--- src/rtl/ffha_pkg.sv ---
// ffha_pkg: shared types, codes and constants of the first-fit heap allocator.
// Used by ffha_ctrl, ffha_datapath and first_fit_heap_allocator; depends on nothing.
package ffha_pkg;

    localparam int ADDR_W = 32;

    localparam logic [31:0] ALIGN_BYTES  = 32'd16;
    localparam logic [31:0] ALIGN_MASK   = ALIGN_BYTES - 32'd1;
    localparam logic [31:0] HEADER_BYTES = 32'd32;
    localparam logic [31:0] MIN_BLOCK    = HEADER_BYTES + ALIGN_BYTES;

    // opcodes
    localparam logic [1:0] OP_ALLOC   = 2'd0;
    localparam logic [1:0] OP_RELEASE = 2'd1;
    localparam logic [1:0] OP_RESIZE  = 2'd2;
    localparam logic [1:0] OP_ADOPT   = 2'd3;

    // status codes
    localparam logic [2:0] ST_OK       = 3'd0;
    localparam logic [2:0] ST_OOM      = 3'd1;
    localparam logic [2:0] ST_NOT_LIVE = 3'd2;
    localparam logic [2:0] ST_REGION   = 3'd3;
    localparam logic [2:0] ST_FULL     = 3'd4;

    typedef struct packed {
        logic [1:0]        opcode;
        logic [ADDR_W-1:0] address;
        logic [31:0]       byte_count;
    } req_t;

    typedef struct packed {
        logic [2:0]        status;
        logic [ADDR_W-1:0] result_address;
        logic              moved;
        logic [31:0]       copy_length;
    } rsp_t;

    typedef enum logic [5:0] {
        S_IDLE, S_PREP, S_A_CHK, S_FIT_RD, S_FIT_CMP, S_EL_SCAN, S_TAKE,
        S_RM_RD, S_RM_WR, S_SPLIT, S_SPLIT_END, S_FIN, S_MV_FIN,
        S_IN_RD, S_IN_CMP, S_IN_DEC, S_SH_RD, S_SH_WR,
        S_LV_INIT, S_LV_RD, S_LV_CMP, S_RL_INS, S_RL_END,
        S_RS_CHK, S_GR_RD, S_GR_CMP, S_SNAP_RD, S_SNAP_WR,
        S_MV_INS, S_MV_CHK, S_RST_RD, S_RST_WR, S_AD_CHK, S_AD_END, S_DONE
    } state_t;

    typedef enum logic [5:0] {
        DP_NOP, DP_LOAD, DP_PREP, DP_SET_STATUS, DP_FIT_INIT, DP_FRD_IDX,
        DP_FIT_CMP, DP_EL_STEP, DP_TAKE, DP_RM_RD, DP_RM_WR, DP_RM_END,
        DP_SPLIT_SET, DP_SPLIT_END, DP_FIN, DP_MV_FIN, DP_IN_CMP, DP_IN_DEC,
        DP_SH_RD, DP_SH_WR, DP_SH_PUT, DP_LV_INIT, DP_LV_SKIP, DP_LRD,
        DP_LV_CMP, DP_INS_OLD, DP_LV_CLR, DP_RS_CHK, DP_GR_CMP,
        DP_SNAP_RD, DP_SNAP_WR, DP_RST_INIT, DP_RST_RD, DP_RST_WR,
        DP_INS_ADOPT, DP_OUT
    } dp_op_t;

    typedef struct packed {
        dp_op_t     op;
        logic [2:0] code;
    } dp_cmd_t;

    typedef struct packed {
        logic [1:0] op;
        logic       addr_zero;
        logic       addr_low;
        logic       need_ovf;
        logic       is_move;
        logic       adopt_bad;
        logic       idx_end;
        logic       fit_hit;
        logic       in_less;
        logic       nxt;
        logic       prv;
        logic       tbl_full;
        logic       sh_at_idx;
        logic       sh_end;
        logic       rm_last;
        logic       k_end;
        logic       k_valid;
        logic       lv_match;
        logic       need_le_old;
        logic       gr_less;
        logic       gr_hit;
        logic       split_ok;
        logic       ins_ok;
        logic       out_free;
    } dp_flag_t;

endpackage

--- src/rtl/ffha_ctrl.sv ---
// ffha_ctrl: sequencer of the allocator; walks each transaction through table steps.
// Depends on ffha_pkg; drives ffha_datapath through dp_cmd_t and reads dp_flag_t.
module ffha_ctrl (
    input  logic               clk,
    input  logic               rst_n,
    input  logic               req_valid,
    output logic               req_stall,
    input  ffha_pkg::dp_flag_t flags,
    output ffha_pkg::dp_cmd_t  cmd
);

    ffha_pkg::state_t state_reg, state_next;
    ffha_pkg::state_t ret_reg, ret_next;     // return of insert / remove
    ffha_pkg::state_t sret_reg, sret_next;   // return of split

    always_ff @(posedge clk or negedge rst_n)
    begin
        if (!rst_n)
        begin
            state_reg <= ffha_pkg::S_IDLE;
            ret_reg   <= ffha_pkg::S_IDLE;
            sret_reg  <= ffha_pkg::S_IDLE;
        end
        else
        begin
            state_reg <= state_next;
            ret_reg   <= ret_next;
            sret_reg  <= sret_next;
        end
    end

    assign req_stall = (state_reg != ffha_pkg::S_IDLE);

    // next state
    always_comb
    begin
        state_next = state_reg;
        ret_next   = ret_reg;
        sret_next  = sret_reg;
        unique case (state_reg)
            ffha_pkg::S_IDLE:
                if (req_valid) state_next = ffha_pkg::S_PREP;
            ffha_pkg::S_PREP:
            begin
                unique case (flags.op)
                    ffha_pkg::OP_ALLOC:   state_next = ffha_pkg::S_A_CHK;
                    ffha_pkg::OP_RELEASE: state_next = flags.addr_zero ? ffha_pkg::S_DONE
                                                                       : ffha_pkg::S_LV_INIT;
                    ffha_pkg::OP_RESIZE:  state_next = flags.addr_zero ? ffha_pkg::S_A_CHK
                                                                       : ffha_pkg::S_LV_INIT;
                    default:              state_next = ffha_pkg::S_AD_CHK;
                endcase
            end
            ffha_pkg::S_A_CHK:
                state_next = flags.need_ovf ? ffha_pkg::S_DONE : ffha_pkg::S_FIT_RD;
            ffha_pkg::S_FIT_RD:
                state_next = flags.idx_end ? ffha_pkg::S_DONE : ffha_pkg::S_FIT_CMP;
            ffha_pkg::S_FIT_CMP:
            begin
                if (!flags.fit_hit)    state_next = ffha_pkg::S_FIT_RD;
                else if (flags.is_move) state_next = ffha_pkg::S_SNAP_RD;
                else                   state_next = ffha_pkg::S_EL_SCAN;
            end
            ffha_pkg::S_EL_SCAN:
            begin
                if (flags.k_end)        state_next = ffha_pkg::S_DONE;
                else if (!flags.k_valid) state_next = ffha_pkg::S_TAKE;
            end
            ffha_pkg::S_TAKE:
            begin
                state_next = ffha_pkg::S_RM_RD;
                ret_next   = ffha_pkg::S_SPLIT;
                sret_next  = flags.is_move ? ffha_pkg::S_MV_INS : ffha_pkg::S_FIN;
            end
            ffha_pkg::S_RM_RD:
                state_next = flags.rm_last ? ret_reg : ffha_pkg::S_RM_WR;
            ffha_pkg::S_RM_WR:
                state_next = ffha_pkg::S_RM_RD;
            ffha_pkg::S_SPLIT:
            begin
                if (flags.split_ok)
                begin
                    state_next = ffha_pkg::S_IN_RD;
                    ret_next   = ffha_pkg::S_SPLIT_END;
                end
                else
                begin
                    state_next = sret_reg;
                end
            end
            ffha_pkg::S_SPLIT_END:
                state_next = sret_reg;
            ffha_pkg::S_FIN, ffha_pkg::S_MV_FIN:
                state_next = ffha_pkg::S_DONE;
            ffha_pkg::S_IN_RD:
                state_next = flags.idx_end ? ffha_pkg::S_IN_DEC : ffha_pkg::S_IN_CMP;
            ffha_pkg::S_IN_CMP:
                state_next = flags.in_less ? ffha_pkg::S_IN_RD : ffha_pkg::S_IN_DEC;
            ffha_pkg::S_IN_DEC:
            begin
                priority if (flags.nxt && flags.prv) state_next = ffha_pkg::S_RM_RD;
                else if (flags.nxt || flags.prv)     state_next = ret_reg;
                else if (flags.tbl_full)             state_next = ret_reg;
                else                                 state_next = ffha_pkg::S_SH_RD;
            end
            ffha_pkg::S_SH_RD:
                state_next = flags.sh_at_idx ? ret_reg : ffha_pkg::S_SH_WR;
            ffha_pkg::S_SH_WR:
                state_next = ffha_pkg::S_SH_RD;
            ffha_pkg::S_LV_INIT:
                state_next = flags.addr_low ? ffha_pkg::S_DONE : ffha_pkg::S_LV_RD;
            ffha_pkg::S_LV_RD:
            begin
                if (flags.k_end)       state_next = ffha_pkg::S_DONE;
                else if (flags.k_valid) state_next = ffha_pkg::S_LV_CMP;
            end
            ffha_pkg::S_LV_CMP:
            begin
                if (!flags.lv_match)                     state_next = ffha_pkg::S_LV_RD;
                else if (flags.op == ffha_pkg::OP_RELEASE) state_next = ffha_pkg::S_RL_INS;
                else                                     state_next = ffha_pkg::S_RS_CHK;
            end
            ffha_pkg::S_RL_INS:
            begin
                state_next = ffha_pkg::S_IN_RD;
                ret_next   = ffha_pkg::S_RL_END;
            end
            ffha_pkg::S_RL_END:
                state_next = ffha_pkg::S_DONE;
            ffha_pkg::S_RS_CHK:
            begin
                if (flags.need_ovf)
                begin
                    state_next = ffha_pkg::S_DONE;
                end
                else if (flags.need_le_old)
                begin
                    state_next = ffha_pkg::S_SPLIT;
                    sret_next  = ffha_pkg::S_FIN;
                end
                else
                begin
                    state_next = ffha_pkg::S_GR_RD;
                end
            end
            ffha_pkg::S_GR_RD:
                state_next = flags.idx_end ? ffha_pkg::S_FIT_RD : ffha_pkg::S_GR_CMP;
            ffha_pkg::S_GR_CMP:
            begin
                priority if (flags.gr_less)
                begin
                    state_next = ffha_pkg::S_GR_RD;
                end
                else if (flags.gr_hit)
                begin
                    state_next = ffha_pkg::S_RM_RD;
                    ret_next   = ffha_pkg::S_SPLIT;
                    sret_next  = ffha_pkg::S_FIN;
                end
                else
                begin
                    state_next = ffha_pkg::S_FIT_RD;
                end
            end
            ffha_pkg::S_SNAP_RD:
                state_next = flags.sh_end ? ffha_pkg::S_TAKE : ffha_pkg::S_SNAP_WR;
            ffha_pkg::S_SNAP_WR:
                state_next = ffha_pkg::S_SNAP_RD;
            ffha_pkg::S_MV_INS:
            begin
                state_next = ffha_pkg::S_IN_RD;
                ret_next   = ffha_pkg::S_MV_CHK;
            end
            ffha_pkg::S_MV_CHK:
                state_next = flags.ins_ok ? ffha_pkg::S_MV_FIN : ffha_pkg::S_RST_RD;
            ffha_pkg::S_RST_RD:
                state_next = flags.sh_end ? ffha_pkg::S_DONE : ffha_pkg::S_RST_WR;
            ffha_pkg::S_RST_WR:
                state_next = ffha_pkg::S_RST_RD;
            ffha_pkg::S_AD_CHK:
            begin
                if (flags.adopt_bad)
                begin
                    state_next = ffha_pkg::S_DONE;
                end
                else
                begin
                    state_next = ffha_pkg::S_IN_RD;
                    ret_next   = ffha_pkg::S_AD_END;
                end
            end
            ffha_pkg::S_AD_END:
                state_next = ffha_pkg::S_DONE;
            ffha_pkg::S_DONE:
                if (flags.out_free) state_next = ffha_pkg::S_IDLE;
            default:
                state_next = ffha_pkg::S_IDLE;
        endcase
    end

    // datapath command
    always_comb
    begin
        cmd.op   = ffha_pkg::DP_NOP;
        cmd.code = ffha_pkg::ST_OK;
        unique case (state_reg)
            ffha_pkg::S_IDLE:
                if (req_valid) cmd.op = ffha_pkg::DP_LOAD;
            ffha_pkg::S_PREP:
                cmd.op = ffha_pkg::DP_PREP;
            ffha_pkg::S_A_CHK:
            begin
                if (flags.need_ovf)
                begin
                    cmd.op   = ffha_pkg::DP_SET_STATUS;
                    cmd.code = ffha_pkg::ST_OOM;
                end
                else
                begin
                    cmd.op = ffha_pkg::DP_FIT_INIT;
                end
            end
            ffha_pkg::S_FIT_RD:
            begin
                if (flags.idx_end)
                begin
                    cmd.op   = ffha_pkg::DP_SET_STATUS;
                    cmd.code = ffha_pkg::ST_OOM;
                end
                else
                begin
                    cmd.op = ffha_pkg::DP_FRD_IDX;
                end
            end
            ffha_pkg::S_FIT_CMP:
                cmd.op = ffha_pkg::DP_FIT_CMP;
            ffha_pkg::S_EL_SCAN:
            begin
                if (flags.k_end)
                begin
                    cmd.op   = ffha_pkg::DP_SET_STATUS;
                    cmd.code = ffha_pkg::ST_FULL;
                end
                else
                begin
                    cmd.op = ffha_pkg::DP_EL_STEP;
                end
            end
            ffha_pkg::S_TAKE:
                cmd.op = ffha_pkg::DP_TAKE;
            ffha_pkg::S_RM_RD:
                cmd.op = flags.rm_last ? ffha_pkg::DP_RM_END : ffha_pkg::DP_RM_RD;
            ffha_pkg::S_RM_WR:
                cmd.op = ffha_pkg::DP_RM_WR;
            ffha_pkg::S_SPLIT:
                if (flags.split_ok) cmd.op = ffha_pkg::DP_SPLIT_SET;
            ffha_pkg::S_SPLIT_END:
                cmd.op = ffha_pkg::DP_SPLIT_END;
            ffha_pkg::S_FIN:
                cmd.op = ffha_pkg::DP_FIN;
            ffha_pkg::S_MV_FIN:
                cmd.op = ffha_pkg::DP_MV_FIN;
            ffha_pkg::S_IN_RD:
                if (!flags.idx_end) cmd.op = ffha_pkg::DP_FRD_IDX;
            ffha_pkg::S_IN_CMP:
                cmd.op = ffha_pkg::DP_IN_CMP;
            ffha_pkg::S_IN_DEC:
                cmd.op = ffha_pkg::DP_IN_DEC;
            ffha_pkg::S_SH_RD:
                cmd.op = flags.sh_at_idx ? ffha_pkg::DP_SH_PUT : ffha_pkg::DP_SH_RD;
            ffha_pkg::S_SH_WR:
                cmd.op = ffha_pkg::DP_SH_WR;
            ffha_pkg::S_LV_INIT:
            begin
                if (flags.addr_low)
                begin
                    cmd.op   = ffha_pkg::DP_SET_STATUS;
                    cmd.code = ffha_pkg::ST_NOT_LIVE;
                end
                else
                begin
                    cmd.op = ffha_pkg::DP_LV_INIT;
                end
            end
            ffha_pkg::S_LV_RD:
            begin
                if (flags.k_end)
                begin
                    cmd.op   = ffha_pkg::DP_SET_STATUS;
                    cmd.code = ffha_pkg::ST_NOT_LIVE;
                end
                else if (flags.k_valid)
                begin
                    cmd.op = ffha_pkg::DP_LRD;
                end
                else
                begin
                    cmd.op = ffha_pkg::DP_LV_SKIP;
                end
            end
            ffha_pkg::S_LV_CMP:
                cmd.op = ffha_pkg::DP_LV_CMP;
            ffha_pkg::S_RL_INS, ffha_pkg::S_MV_INS:
                cmd.op = ffha_pkg::DP_INS_OLD;
            ffha_pkg::S_RL_END:
            begin
                if (flags.ins_ok)
                begin
                    cmd.op = ffha_pkg::DP_LV_CLR;
                end
                else
                begin
                    cmd.op   = ffha_pkg::DP_SET_STATUS;
                    cmd.code = ffha_pkg::ST_FULL;
                end
            end
            ffha_pkg::S_RS_CHK:
            begin
                if (flags.need_ovf)
                begin
                    cmd.op   = ffha_pkg::DP_SET_STATUS;
                    cmd.code = ffha_pkg::ST_OOM;
                end
                else
                begin
                    cmd.op = ffha_pkg::DP_RS_CHK;
                end
            end
            ffha_pkg::S_GR_RD:
                cmd.op = flags.idx_end ? ffha_pkg::DP_FIT_INIT : ffha_pkg::DP_FRD_IDX;
            ffha_pkg::S_GR_CMP:
                cmd.op = ffha_pkg::DP_GR_CMP;
            ffha_pkg::S_SNAP_RD:
                if (!flags.sh_end) cmd.op = ffha_pkg::DP_SNAP_RD;
            ffha_pkg::S_SNAP_WR:
                cmd.op = ffha_pkg::DP_SNAP_WR;
            ffha_pkg::S_MV_CHK:
            begin
                if (!flags.ins_ok)
                begin
                    cmd.op   = ffha_pkg::DP_RST_INIT;
                    cmd.code = ffha_pkg::ST_FULL;
                end
            end
            ffha_pkg::S_RST_RD:
                if (!flags.sh_end) cmd.op = ffha_pkg::DP_RST_RD;
            ffha_pkg::S_RST_WR:
                cmd.op = ffha_pkg::DP_RST_WR;
            ffha_pkg::S_AD_CHK:
            begin
                if (flags.adopt_bad)
                begin
                    cmd.op   = ffha_pkg::DP_SET_STATUS;
                    cmd.code = ffha_pkg::ST_REGION;
                end
                else
                begin
                    cmd.op = ffha_pkg::DP_INS_ADOPT;
                end
            end
            ffha_pkg::S_AD_END:
            begin
                if (!flags.ins_ok)
                begin
                    cmd.op   = ffha_pkg::DP_SET_STATUS;
                    cmd.code = ffha_pkg::ST_FULL;
                end
            end
            ffha_pkg::S_DONE:
                if (flags.out_free) cmd.op = ffha_pkg::DP_OUT;
            default:
                cmd.op = ffha_pkg::DP_NOP;
        endcase
    end

endmodule

--- config.mk ---
export PLATFORM = sky130hd
export DESIGN_NAME = ffha_ctrl
export DESIGN_NICKNAME = d
export VERILOG_FILES = /design/src/rtl/ffha_pkg.sv /design/src/rtl/ffha_ctrl.sv
export SDC_FILE = /design/constraint.sdc
export NUM_CORES = 1
export LEC_CHECK = 0
export BUFFER_PORTS_ARGS = -buffer_cell sky130_fd_sc_hd__buf_4
export CAP_MARGIN = 20
export CORE_MARGIN = 4
export CORE_UTILIZATION = 40
export DETAILED_ROUTE_END_ITERATION = 10
export PLACE_DENSITY = 0.58
export SYNTH_ARGS = -nofsm -noshare
export SYNTH_HDL_FRONTEND = slang
export SYNTH_SLANG_ARGS = --single-unit
--- constraint.sdc ---
create_clock -name clk -period 2.9 [get_ports clk]
set_clock_uncertainty 0.15 [all_clocks]
set_input_delay 0.145 -clock clk [delete_from_list [all_inputs] [get_ports clk]]
set_output_delay 0.145 -clock clk [all_outputs]
set_load 0.03 [all_outputs]
* After elaboration in Yosys (flattened, before gate mapping) *
Cells that the tools add are included.

word-level totals
  register bits after elaboration = 18
  input port bits = 28
  output and inout bits = 10
  logic and storage cells = 137

operators by class
  equal/unequal tests = 46
  muxes and demuxes = 74
  reductions and logical operators = 14

operators by type and width
  cell                count
  $pmux 6 s34         1
  $mux 6              31
  $pmux 6 s30         1
  $eq 6x5->1 const B  16
  $mux 5              14
  $eq 6x4->1 const B  8
  $pmux 6 s3          2
  $pmux 6 s6          1
  $mux 3              9
  $pmux 3 s9          1
  $eq 6x3->1 const B  4
  $eq 6x6->1 const B  3
  $ne 2x2->1 const B  8
  $eq 6x2->1 const B  2
  $mux 2              6
  $reduce_bool 6->1   2
  $reduce_and 5->1    2
  $mux 8              1
  $eq 6x1->1 const B  1
  $logic_not 6->1     1
  $mux 1              6
  $ne 3x3->1 const B  2
  $reduce_or 2->1     3
  $mux 4              1
  8 further kinds     8

* Depth between registers and ports, before layout *
Gate-level depths: netlist (run 1).

  word-level depth = 4
  gate-level depth with buffers = 9
  gate-level depth less buffers = 6

* Worst setup path before layout (run 1) *
Ideal clock, no wire load.

  path kind = reg-to-output
  start point = reg state_reg[5]
  end point = out cmd[2] in the netlist's numbering
  data arrival time = 1.905 ns
  data required time = 2.605 ns
  setup slack = 0.700 ns
  stages on the path, launching flop included = 9
  buffers on the path = 3
  path through = dfrtp_1 buf_4 buf_2 clkbuf_1 nor3_1 a31oi_1 nor2_1 a21oi_1 o21ai_0

RTL lines
  item                    RTL line         RTL
  start, declared         ffha_ctrl.sv:12  ffha_pkg::state_t state_reg, state_next;
  start signal, assigned  ffha_ctrl.sv:20  state_reg <= ffha_pkg::S_IDLE;
  start signal, assigned  ffha_ctrl.sv:26  state_reg <= state_next;
  end, declared           ffha_ctrl.sv:9   output ffha_pkg::dp_cmd_t cmd

==> results of run 1 <==
[cells by family (layout without fill, tap and decap cells)]
kind of cell	Yosys count	after routing
adder cells (fa/ha/maj)	1	1
AO/OA/AOI/OAI	115	115
XOR/XNOR	5	5
AND/OR/NAND/NOR	166	166
buffers and inverters	37	89
multiplexers	6	6
flip-flops	14	14
[layer usage]
layer  wire length, um  part of all wire
met1              4210              0.39
met2              4460              0.41
met3              1340              0.12
met4               810             0.075
met5                 0                 0
[power groups by stage]
stage                     clock [mW]  sequential (mW)  combinational, mW
final                          0.152            0.460               2.19
after global routing           0.168            0.466               2.32
after CTS                      0.157            0.436               2.12
after detailed placement           0            0.440               2.11
after global placement             0            0.446               2.15
after floorplan                    0            0.301               1.44
[through the flow]
stage	instance area, sq um	utilization	worst slack [ps]	power (mW)
finish	2900	0.521	64.7	2.80
global route	2900	0.521	39.2	2.95
CTS	2900	0.520	30.0	2.71
detailed placement	2850	0.511	293	2.55
global placement	2850	0.511	213	2.60
floorplan	2330	-	700	1.74
[worst max-delay path, stage by stage (launching register included)]
cell and delay, ps:
dfrtp_2 560, buf_4 250, and4bb_2 280, a32oi_1 250, o21ai_0 120, nor4_1 470
nand4_1 160, buf_4 190
[layout by cell type, fill, tap and decap left out, drive strengths merged, types with 3 or more instances in the layout]
cell type and instances:
a22oi 6, buf 75, clkbuf 3, nor4 9, a211oi 3, nand2 26
o21ai 28, a2111oi 3, mux2i 3, mux2 3, nor4b 4, a31oi 4
nor3 20, o2111ai 3, or3 6, o22ai 5, nor2b 12, nor2 33
nand3 20, inv 10, xnor2 3, or2 3, nand4b 3, a21oi 29
dfrtp 14, nand2b 16, a32oi 4, o211ai 5
[timing repair]
item	4_1_cts	5_1_grt
hold buffers	1	0
hold endpoints to repair	14	0
setup endpoints to repair	0	5
gates resized for setup	0	4
[area by class of cell]
class	count	area [sq um]	share of cell area
Clock buffer	3	41.3	0.0142
Inverter	10	37.5	0.0129
Multi-Input combinational cell	293	1810	0.622
Sequential cell	14	355	0.122
Tap cell	72	90.1	0.0310
Timing Repair Buffer	76	573	0.197
[worst min path at each step]
stage | startpoint | endpoint | cells after the start
CTS | flags[5] | state_reg[4] | 2
global route | flags[5] | state_reg[4] | 2
finish | flags[5] | state_reg[4] | 2
global placement | rst_n | sret_reg[2] | 1
floorplan | rst_n | ret_reg[0] | 0
detailed placement | rst_n | sret_reg[1] | 1
==> impl_metrics.toml, run 1 <==
[power]
p_leak_nw = 1.17
intPower_mw = 1.21
p_clk_frac = 0.054
p_seq_frac = 0.164
sw_frac_of_total = 0.567
power_frac_comb = 0.782
irDropWorstVdd_v = 0.000446
power_switching_mw = 1.59
power.density_nw_per_um2 = 966

[timing]
maxSlewViolCount = 0
final_hold_viol_count = 0
maxSlewHeadroom = 0.433
worstMarginPinSlew_ps = 838
whs_ps = 36.5
fmax_mhz = 353
grt_setup_unrepaired = "false"
period_share = 0.978
finalSetupViolCount = 0
setup_tns_ps = 0
min_period_ps = 2840

[final_layout]
instances_no_fill = 468
largest_reg_flops = 6
n_antenna_cell = 0
fin_nets = 426
area_growth_pct = 24.5
num-fill-cells = 572
drive_above_1_share = 0.253

[clock_tree]
cts_root_buf = "clkbuf_8"
cts_made_buffers = 3
cts_tree = "yes"
clk-insertion-delay-late_ps = 240
post_cts_buffers = 0
cts_max_level = 1
clock_sinks = 14
clk_pin_slew_ps = 50
clockBufferDepth = 2

[flow_run]
cap_violations = 0

[setup_path]
critPathLaunchType = "flop"
required_ps = 2610
timing.critical_path.from = "state_reg[1]"
setup.worst_path.end_class = "primary output"
r2r-start = "state_reg[2]"
regToRegSetupSlack_ps = 480
crit_type = "flop to primary output"
cp_max_fo = 16
r2r_cells = 6
reg2reg_to = "ret_reg[0]"
endpoint = "cmd[4]"
worstPathArrival_ps = 2540

[logic_synthesis]
synthArstFlopShare = 1.00
postSynthAreaPerCell_sq_um = 6.78
seq_area_frac_synth = 0.150
yosysMostFrequentCell = "nor2_1"
synthMuxAreaShare = 0.0274
ys_dominant_reg_cell = "dfrtp_1"
yosys.cell_types.count = 70
yosysWarnings = 0
synth_top_family_by_area = "simple AND/OR/NAND/NOR gates"
synthSimpleGateAreaFrac = 0.392
synth_top_cell_by_area = "dfrtp_1"
synth_top_area_frac = 0.150
synth-seq-cells = 14
synth-compound-area-share = 0.332
synthXorXnorAreaFrac = 0.0188
synthTopCellsByCount = "nor2_1 (32), a21oi_1 (29), nand2_1 (25), o21ai_0 (25), nand3_1 (20)"
synth_fp_nets = 372
syn_area_sq_um = 2330
ys_top_cells_by_area = "dfrtp_1 (15%), a21oi_1 (6.2%), o21ai_0 (5.4%)"
synth_edf_count = 0
synthAdderAreaFrac = 0.00429
syn_inst = 344

[placed_design]
gp_congestion = 1.05
dp_cells = 464
dp_hpwl_um = 8500
portBuffers = 37

[detailed_routing]
drt_wl_total_um = 10800
drt_iter0_markers = 582
route.detailed.drc = 0
firstDrtPassIters = 6
via_per_inst = 6.97
wire_per_inst_um = 23.1
num_vias = 3261
antenna_left = 0

[global_route]
grt_start_max_net_pins = 25
use_met3 = 0.0697
grtUsageMet2 = 0.435
antenna_found_initial = 0
use_met1 = 0.392
grt-ovfl-total = 0
grt_use_total = 0.295
grt_pass1_wl_um = 16800
grt_pass1_vias = 3074
grt-busiest-layer = "met2"

[status]
outcome = "complete, no violations"

[floorplan]
row_count = 27
initial_core_util = 0.418
num_io_pins = 38
fp.dieW_um = 84.3
die_area_sq_um = 7110
coreArea_sq_um = 5570
die_y_um = 84.3

[hold_path]
min_path_type = "input pin to flop"
Power figures use the tool's default switching activity.
==> run 2, diff against run 1 <==
- CORE_ASPECT_RATIO: not set -> 1.5
- CORE_MARGIN: 4 -> 10
==> impl_metrics.toml, run 2 (same netlist as run 1, synthesis figures left out) <==
[timing]
setup_tns_ps = 0
fmax_mhz = 349
final_hold_viol_count = 0
whs_ps = 52.0
finalSetupViolCount = 0
worstMarginPinSlew_ps = 679
maxSlewHeadroom = 0.541
grt_setup_unrepaired = "false"
period_share = 0.987
min_period_ps = 2860
maxSlewViolCount = 0

[final_layout]
num-fill-cells = 592
final_cell_mix = "buf_4 (76), nor2_1 (32), a21oi_1 (29)"
postLayoutCoreUtil = 0.517
ff_latch_area_sq_um = 350
largest_reg_flops = 6
layout_commonest_cell = "buf_4"
fin_nets = 429
multi_input_area_sq_um = 1820
instances_no_fill = 472
drive_above_1_share = 0.255
n_antenna_cell = 0
area_growth_pct = 27.3

[detailed_routing]
wire_per_inst_um = 27.4
drt_iter0_markers = 684
via_per_inst = 7.28
firstDrtPassIters = 7
drt_wl_total_um = 12900
route.detailed.drc = 0
antenna_left = 0
num_vias = 3434

[floorplan]
die_area_sq_um = 9340
initial_core_util = 0.406
coreArea_sq_um = 5740
num_io_pins = 38
fp.dieW_um = 82.3
die_y_um = 113
row_count = 34

[clock_tree]
cts_root_buf = "clkbuf_8"
clockBufferDepth = 2
cts_made_buffers = 3
cts_max_level = 1
clk_pin_slew_ps = 70
clk-insertion-delay-late_ps = 250
cts_tree = "yes"
clock_sinks = 14
post_cts_buffers = 0

[hold_path]
hp-start = "flags[5]"
min_path_type = "input pin to flop"
hold_path_end = "state_reg[4]"
hold_depth = 2

[placed_design]
dp_hpwl_um = 9850
dp_cells = 467
portBuffers = 37
gp_congestion = 1.09

[global_route]
grt_use_total = 0.278
grt_pass1_wl_um = 19800
grt_pass1_vias = 3261
grt_start_max_net_pins = 27
antenna_found_initial = 0
grt-ovfl-total = 0

[flow_run]
cap_violations = 0

[power]
design_power_total_mw = 3.02
irDropWorstVdd_v = 0.000599
power.density_nw_per_um2 = 1020
p_leak_nw = 1.21

[setup_path]
critPathLaunchType = "flop"
reg2reg_to = "ret_reg[0]"
cp_max_fo = 10
regToRegSetupSlack_ps = 160
r2r_cells = 7
setup.worst_path.end_class = "primary output"
required_ps = 2610
worstPathArrival_ps = 2570
r2r-start = "state_reg[3]"
crit_type = "flop to primary output"

[status]
outcome = "complete, no violations"
-- run 2: worst max-delay path, stage by stage, from the launching register on --
cell	delay, ps
dfrtp_1	530
buf_4	270
or4b_4	610
nor3_4	350
a41oi_1	90
nand3_1	110
nor4_1	50
o211ai_1	110
buf_4	190
-- run 2: per-stage QoR --
| step | cell area (sq um) | worst slack (ps) |
|---|---|---|
| 2_1_floorplan | 2330 | 700 |
| 3_3_place_gp | 2880 | 113 |
| 3_5_place_dp | 2880 | 152 |
| 4_1_cts | 2950 | 63.1 |
| 5_1_grt | 2970 | 5.22 |
| 6_report | 2970 | 36.3 |
-- run 2: how the worst max path moves through the flow --
stage,slack [ps],cells past startpoint,to,start
floorplan,700,8,cmd[2],state_reg[5]
global placement,110,7,ret_reg[1],state_reg[3]
detailed placement,150,7,ret_reg[0],state_reg[1]
CTS,60,8,cmd[3],state_reg[3]
global route,5,7,cmd[4],state_reg[1]
finish,40,8,cmd[3],state_reg[3]
-- run 2: where the power goes --
group | leakage (nW) | internal [mW] | total [mW] | switching, mW
Combinational | 1.00 | 0.917 | 2.45 | 1.54
Clock | 0.0288 | 0.120 | 0.201 | 0.0802
Sequential | 0.173 | 0.260 | 0.366 | 0.106
-- run 2: routing by layer --
layer	GRT usage	vias up	routed length [um]
met2	0.435	323	5850
li1	-	1418	-
met4	0.170	0	1190
met5	0	-	0
met1	0.334	1572	4530
met3	0.0575	121	1350
-- run 2: final cells by class --
| type | instances | area share |
|---|---|---|
| inverter | 10 | 0.0126 |
| timing repair buffer | 79 | 0.206 |
| tap | 72 | 0.0304 |
| sequential | 14 | 0.118 |
| multi-input combinational | 293 | 0.614 |
| clock buffer | 4 | 0.0185 |
-- run 2: timing repair --
action,in CTS,in global routing
hold buffers,1,0
endpoints found under the setup margin,0,5
gates resized for setup,0,4
endpoints found under the hold margin,14,0
